File: src/hw/rtl/rippc_pkg.sv
// Package for the read ID pair pattern classifier.
// Holds the item types, pattern codes and character constants.
// No dependencies.
`default_nettype none

package rippc_pkg;

    // Characters that the spaced pattern looks for
    localparam logic [7:0] CH_ONE   = 8'h31;
    localparam logic [7:0] CH_TWO   = 8'h32;
    localparam logic [7:0] CH_SPACE = 8'h20;

    // Pattern codes; the check register uses CODE_NONE to accept any nonzero code
    typedef enum logic [1:0] {
        CODE_NONE   = 2'd0,
        CODE_SLASH  = 2'd1,
        CODE_SAME   = 2'd2,
        CODE_SPACED = 2'd3
    } t_code;

    // One character position of both identifiers
    typedef struct packed {
        logic [7:0] char_first;
        logic [7:0] char_second;
        logic       lengths_unequal;
        logic       last_pair;
    } t_in_item;

    // One classification result
    typedef struct packed {
        logic [1:0] pattern_code;
        logic       matches_res;
    } t_out_item;

endpackage

`default_nettype wire

File: src/hw/rtl/rippc_if.sv
// Valid/ready channel interfaces for the classifier's input and result streams.
// Depends on rippc_pkg for the payload types.
`default_nettype none

interface rippc_in_if;
    import rippc_pkg::*;
    logic     valid;
    logic     ready;
    t_in_item data;

    modport source (output valid, output data, input ready);
    modport sink   (input valid, input data, output ready);
endinterface

interface rippc_out_if;
    import rippc_pkg::*;
    logic      valid;
    logic      ready;
    t_out_item data;

    modport source (output valid, output data, input ready);
    modport sink   (input valid, input data, output ready);
endinterface

`default_nettype wire

File: src/hw/rtl/rippc_in_stage.sv
// Input register stage: takes one character pair per cycle from the input channel while it is free.
// Depends on rippc_pkg and rippc_in_if.
`default_nettype none

module rippc_in_stage (
    input  wire                  i_clk,
    input  wire                  i_rst_n,
    rippc_in_if.sink             i_in,
    input  wire                  i_take,
    output logic                 o_vld,
    output rippc_pkg::t_in_item  o_item
);
    import rippc_pkg::*;

    logic     r_vld;
    t_in_item r_item;

    // Stage is free when empty or when its item moves on this cycle
    assign i_in.ready = !r_vld || i_take;

    always_ff @(posedge i_clk) begin
        if (!i_rst_n) begin
            r_vld <= 1'b0;
        end else if (i_in.ready) begin
            r_vld <= i_in.valid;
        end
    end

    // Payload register, no reset
    always_ff @(posedge i_clk) begin
        if (i_in.valid && i_in.ready) begin
            r_item <= i_in.data;
        end
    end

    assign o_vld  = r_vld;
    assign o_item = r_item;

endmodule

`default_nettype wire

File: src/hw/rtl/rippc_classify.sv
// Pattern scan flags, classification and result register.
// Depends on rippc_pkg and rippc_out_if.
`default_nettype none

module rippc_classify (
    input  wire                  i_clk,
    input  wire                  i_rst_n,
    input  wire                  i_vld,
    input  wire rippc_pkg::t_in_item i_item,
    input  wire [1:0]            i_check_code,
    output logic                 o_take,
    rippc_out_if.source          o_out
);
    import rippc_pkg::*;

    // Scan flags carried across positions of one identifier pair
    logic r_all_equal;
    logic r_scan_ok;
    logic r_space_pend;
    logic r_len_seen;

    logic      r_out_vld;
    t_out_item r_out;

    logic  out_free;
    logic  mismatch;
    logic  same;
    logic  one_two;
    logic  n_scan_ok;
    logic  n_space_pend;
    logic  p1;
    logic  p2;
    logic  p3;
    t_code code;
    logic  match;

    // A last pair needs a free result slot; other positions only touch the flags
    assign out_free = !r_out_vld || o_out.ready;
    assign o_take   = i_vld && (!i_item.last_pair || out_free);

    // Per-position compares
    assign mismatch = r_len_seen || i_item.lengths_unequal;
    assign same     = (i_item.char_first == i_item.char_second);
    assign one_two  = (i_item.char_first == CH_ONE) && (i_item.char_second == CH_TWO);

    // Space-one-two scan step
    always_comb begin
        n_scan_ok    = r_scan_ok;
        n_space_pend = 1'b0;
        if (r_scan_ok) begin
            if (r_space_pend) begin
                n_scan_ok = one_two;
            end else if (!same) begin
                n_scan_ok = 1'b0;
            end else if (i_item.char_first == CH_SPACE) begin
                if (i_item.last_pair) begin
                    n_scan_ok = 1'b0;
                end else begin
                    n_space_pend = 1'b1;
                end
            end
        end
    end

    // Classification on the last position, priority identical, slash, spaced
    assign p2 = !mismatch && r_all_equal && same;
    assign p1 = !mismatch && r_all_equal && one_two;
    assign p3 = !mismatch && n_scan_ok;

    always_comb begin
        if (p2) begin
            code = CODE_SAME;
        end else if (p1) begin
            code = CODE_SLASH;
        end else if (p3) begin
            code = CODE_SPACED;
        end else begin
            code = CODE_NONE;
        end
    end

    // Check register decode
    always_comb begin
        unique case (t_code'(i_check_code))
            CODE_SLASH:  match = p1;
            CODE_SAME:   match = p2;
            CODE_SPACED: match = p3;
            default:     match = (code != CODE_NONE);
        endcase
    end

    // Flag update; flags return to their start values after the last position
    always_ff @(posedge i_clk) begin
        if (!i_rst_n) begin
            r_all_equal  <= 1'b1;
            r_scan_ok    <= 1'b1;
            r_space_pend <= 1'b0;
            r_len_seen   <= 1'b0;
        end else if (o_take) begin
            if (i_item.last_pair) begin
                r_all_equal  <= 1'b1;
                r_scan_ok    <= 1'b1;
                r_space_pend <= 1'b0;
                r_len_seen   <= 1'b0;
            end else begin
                r_all_equal  <= r_all_equal && same;
                r_scan_ok    <= n_scan_ok;
                r_space_pend <= n_space_pend;
                r_len_seen   <= mismatch;
            end
        end
    end

    // Result register valid
    always_ff @(posedge i_clk) begin
        if (!i_rst_n) begin
            r_out_vld <= 1'b0;
        end else if (out_free) begin
            r_out_vld <= o_take && i_item.last_pair;
        end
    end

    // Result payload
    always_ff @(posedge i_clk) begin
        if (o_take && i_item.last_pair) begin
            r_out.pattern_code <= code;
            r_out.matches_res  <= match;
        end
    end

    assign o_out.valid = r_out_vld;
    assign o_out.data  = r_out;

endmodule

`default_nettype wire

File: src/hw/rtl/read_id_pair_pattern_classifier.sv
// Read ID pair pattern classifier: one character pair per cycle, one result per pair.
// A last pair passes from its input transfer through the input register to the result
// register. Throughput: one pair per cycle; a last pair waits in the input register
// only while the result register is full and not being taken.
// Reset (synchronous, active low): empties both stages, sets scan flags to their
// start values and the check register to accept any nonzero code.
`default_nettype none

module read_id_pair_pattern_classifier (
    input  wire        i_clk,
    input  wire        i_rst_n,
    input  wire        i_cfg_we,
    input  wire [1:0]  i_cfg_wdata,
    rippc_in_if.sink   i_in,
    rippc_out_if.source o_out
);
    import rippc_pkg::*;

    logic [1:0] r_check;
    logic     s1_vld;
    t_in_item s1_item;
    logic     s1_take;

    // Check register
    always_ff @(posedge i_clk) begin
        if (!i_rst_n) begin
            r_check <= CODE_NONE;
        end else if (i_cfg_we) begin
            r_check <= i_cfg_wdata;
        end
    end

    rippc_in_stage u_in_stage (
        .i_clk   (i_clk),
        .i_rst_n (i_rst_n),
        .i_in    (i_in),
        .i_take  (s1_take),
        .o_vld   (s1_vld),
        .o_item  (s1_item)
    );

    rippc_classify u_classify (
        .i_clk        (i_clk),
        .i_rst_n      (i_rst_n),
        .i_vld        (s1_vld),
        .i_item       (s1_item),
        .i_check_code (r_check),
        .o_take       (s1_take),
        .o_out        (o_out)
    );

endmodule

`default_nettype wire
File: src/flat_wrapper.sv
// flat-port wrapper written by rule: the top's interface ports become plain ports
module read_id_pair_pattern_classifier_flat import rippc_pkg::*;
  (i_clk, i_rst_n, i_cfg_we, i_cfg_wdata, i_in_valid, i_in_data, i_in_ready, o_out_valid, o_out_data, o_out_ready);
  rippc_in_if i_in_i ();
  rippc_out_if o_out_i ();
  input  wire i_clk;
  input  wire i_rst_n;
  input  wire i_cfg_we;
  input  wire [1:0] i_cfg_wdata;
  input wire logic [$bits(i_in_i.valid)-1:0] i_in_valid;
  input wire logic [$bits(i_in_i.data)-1:0] i_in_data;
  output wire logic [$bits(i_in_i.ready)-1:0] i_in_ready;
  output wire logic [$bits(o_out_i.valid)-1:0] o_out_valid;
  output wire logic [$bits(o_out_i.data)-1:0] o_out_data;
  input wire logic [$bits(o_out_i.ready)-1:0] o_out_ready;
  assign i_in_i.valid = i_in_valid;
  assign i_in_i.data = i_in_data;
  assign i_in_ready = i_in_i.ready;
  assign o_out_valid = o_out_i.valid;
  assign o_out_data = o_out_i.data;
  assign o_out_i.ready = o_out_ready;
  read_id_pair_pattern_classifier u_core (.i_clk(i_clk), .i_rst_n(i_rst_n), .i_cfg_we(i_cfg_we), .i_cfg_wdata(i_cfg_wdata), .i_in(i_in_i), .o_out(o_out_i));
endmodule
File: config.mk
export PLATFORM = sky130hd
export DESIGN_NAME = read_id_pair_pattern_classifier_flat
export DESIGN_NICKNAME = d
export VERILOG_FILES = /design/src/hw/rtl/rippc_pkg.sv /design/src/hw/rtl/rippc_if.sv /design/src/hw/rtl/rippc_in_stage.sv /design/src/hw/rtl/rippc_classify.sv /design/src/hw/rtl/read_id_pair_pattern_classifier.sv /design/src/flat_wrapper.sv
export SDC_FILE = /design/constraint.sdc
export NUM_CORES = 1
export LEC_CHECK = 0
export BUFFER_PORTS_ARGS = -buffer_cell sky130_fd_sc_hd__buf_2
export CAP_MARGIN = 20
export CORE_MARGIN = 2
export CORE_UTILIZATION = 50
export DETAILED_ROUTE_END_ITERATION = 12
export PLACE_DENSITY = 0.74
export SYNTH_ARGS = -nofsm -noshare
export SYNTH_HDL_FRONTEND = slang
export SYNTH_SLANG_ARGS = --single-unit
export TNS_END_PERCENT = 5
File: constraint.sdc
create_clock -name i_clk -period 4.4 [get_ports i_clk]
set_clock_uncertainty 0.15 [all_clocks]
set_input_delay 0.22 -clock i_clk [delete_from_list [all_inputs] [get_ports i_clk]]
set_output_delay 0.22 -clock i_clk [all_outputs]
set_load 0.005 [all_outputs]
==> impl_metrics.ini <==
[worst_hold_path]
hold_class = in -> reg
holdPathStages = 3
holdCritStartpoint = i_cfg_wdata[1]
hold_path_end = u_core.r_check[1]

[finish]
area_growth_syn_to_layout_pct = 33.4
fill_cells = 189
layout_common_cells = buf_2, edfxtp_1, dlygate4sd3_1
antenna_cells = 0
drive_gt1_share_pct = 25.3
final_net_count = 174
final_common_cell = buf_2

[cts]
path_clk_slew_ns = 0.08
clock_sinks = 29
h-tree-depth = 2
numCtsBuffers = 5
cts_tree = built
cts_root_buf = clkbuf_4
clk_latency_ns = 0.31
cts_buffer_depth = 2

[route]
drt_iter0_markers = 16
wl_mm = 2.58
ant_nets = 0
wl_per_cell_um = 14.3
viasPerCell = 5.30
drtPass1Iterations = 4
drc = 0
num_vias = 954

[die]
start_util_pct = 51.4
dieArea_um2 = 2920
die_height_um = 54.0
dieWidth_um = 54.0
io_pins = 30
rows = 18
core_um2 = 2430

[worst_setup_path]
critical_path_class = reg -> reg
cpMaxStageDelayCell = a31oi_2
reg2reg_to = u_core.u_in_stage.o_item[12]
worst_ep_required_time_ns = 4.19
cp_slowest_stage_delay_ns = 0.91
crit_fanout = 18
start_kind = flop
path_delay_family = compound AO/OA/AOI/OAI gates
path_buf_inv = 0
timing.reg2reg.setup_slack_ns = 2.47
r2r_cells = 1
cp-end-kind = flop
path_cells = a31oi_2
reg2reg_from = u_core.u_in_stage.o_item[0]
arrival_ns = 1.72

[synth]
ys_ff_latch = 29
yosys_warnings = 0
yosysSeqAreaShare_pct = 63.2
avgSynthCellArea_um2 = 13.2
syn_nets = 120
post_synth_num_cell_types = 30
synth_area_um2 = 1250
synthCells = 95

[place]
post-place-ws_ns = 2.45
gp_congestion = 0.823
port_buffers = 29

[sta]
final-setup-viol-count = 0
rsz0062_at_grt = no
fin_ws_ns = 2.47
fmax_mhz = 518
max_slew_margin_pct = 28.8
maxSlewViolCount = 0
tightestPinTransition_ns = 1.06
finalCritPeriodShare_pct = 43.8
fin_tns_setup_ns = 0
fin_crit_ns = 1.93
finalHoldViolations = 0

[global_route]
grt_antenna_before_repair = 0
grt_usage_pct = 20.4
grt_pass1_vias = 936
grt_pass1_wl_mm = 4.10
grt_max_degree = 19
gr-total-overflow = 0

[flow_run]
drv_cap = 0

[power]
power_density_nw_per_um2 = 313
leakagePower_uw = 0.000634
vdd_drop_max_mv = 0.239

[outcome]
status = finished clean
==> cells in the mapped netlist <==
master | count | share of area (%)
a21boi_0 | 2 | 1.2
a21o_1 | 1 | 0.60
a21oi_1 | 4 | 1.6
a2bb2oi_1 | 2 | 1.4
a31oi_1 | 3 | 1.5
and2_1 | 2 | 1.0
and2b_1 | 1 | 0.60
dfxtp_1 | 8 | 13
edfxtp_1 | 21 | 50
inv_1 | 2 | 0.60
mux2i_1 | 2 | 1.6
nand2_1 | 4 | 1.2
nand3_1 | 2 | 0.80
nand4_1 | 5 | 2.5
nor2_1 | 4 | 1.2
nor2b_1 | 6 | 3.0
nor3b_1 | 1 | 0.60
nor4_1 | 2 | 1.0
nor4_2 | 1 | 1.0
nor4b_1 | 1 | 0.70
nor4b_4 | 1 | 1.9
nor4bb_1 | 2 | 1.6
o21a_1 | 1 | 0.60
o21ai_0 | 2 | 0.80
o22ai_1 | 2 | 1.0
o32ai_1 | 1 | 0.70
or2_2 | 1 | 0.50
or3_1 | 1 | 0.50
or4b_1 | 1 | 0.80
xnor2_1 | 9 | 6.3
==> worst max path at each step <==
stage | startpoint | endpoint | slack, ns | cells past startpoint
3_3_place_gp | u_core.u_in_stage.o_item[0] | u_core.u_in_stage.o_item[11] | 2.56 | 1
2_1_floorplan | u_core.u_in_stage.o_item[0] | u_core.u_in_stage.o_item[0] | 2.31 | 1
6_report | u_core.u_in_stage.o_item[0] | u_core.u_in_stage.o_item[12] | 2.47 | 1
4_1_cts | u_core.u_in_stage.o_item[0] | u_core.u_in_stage.o_item[14] | 2.44 | 1
5_1_grt | u_core.u_in_stage.o_item[0] | u_core.u_in_stage.o_item[1] | 2.37 | 1
3_5_place_dp | u_core.u_in_stage.o_item[0] | u_core.u_in_stage.o_item[11] | 2.45 | 1
==> metal layers <==
layer	track usage (%)	wire length (um)	up-vias
met4	6.25	26	0
met1	22.6	1040	456
met2	36.0	1410	20
met3	7.78	106	4
met5	0	0	-
li1	-	-	474
==> what timing repair did <==
action,4_1_cts,5_1_grt
hold buffers,18,0
endpoints found under the hold margin,18,0
gates resized for setup,0,0
setup buffers,0,0
==> state kept, by name, summed over array words and instances, names as in the netlist <==
signal and cells:
u_core.u_in_stage.o_item 18, u_core.u_classify.o_out.data 3, u_core.r_check 2, u_core.u_classify.o_out.valid 1
u_core.u_classify.r_all_equal 1, u_core.u_classify.r_len_seen 1, u_core.u_classify.r_scan_ok 1, u_core.u_classify.r_space_pend 1
u_core.u_in_stage.o_vld 1
==> layout make-up <==
class / count / area [um2] / share of cell area [%]
Sequential cell: 29 / 791 / 47.4
Multi-Input combinational cell: 64 / 459 / 27.5
Timing Repair Buffer: 47 / 325 / 19.5
Clock buffer: 7 / 45.0 / 2.70
Tap cell: 30 / 37.5 / 2.25
Inverter: 2 / 7.51 / 0.450
Clock inverter: 1 / 3.75 / 0.225
==> power breakdown <==
part           leakage [uW]  internal [uW]  switching [uW]
Sequential         0.000274            308            12.8
Combinational      0.000333           35.1            23.0
Clock             0.0000269           61.3            82.5
Total              0.000634            404             118
==> metrics by stage <==
step,util (%),total power (uW),area [um2],hold WS (ns),instances
6_report,68.6,523,1670,0.0282,180
5_1_grt,68.6,548,1670,0.0281,180
4_1_cts,68.6,526,1670,0.0295,180
3_5_place_dp,59.2,372,1440,0.248,154
3_3_place_gp,59.2,369,1440,0.246,154
2_1_floorplan,-,352,1250,0.169,95
==> cells by family (layout without fill, tap and decap cells) <==
logic type,Yosys count,in the layout,share of synthesized area (%)
mux,2,2,1.60
simple gates,35,35,18.9
buf+inv,2,57,0.600
flops,29,29,63.2
xor+xnor,9,9,6.30
compound gates,18,18,9.40
Power figures use the tool's default switching activity.
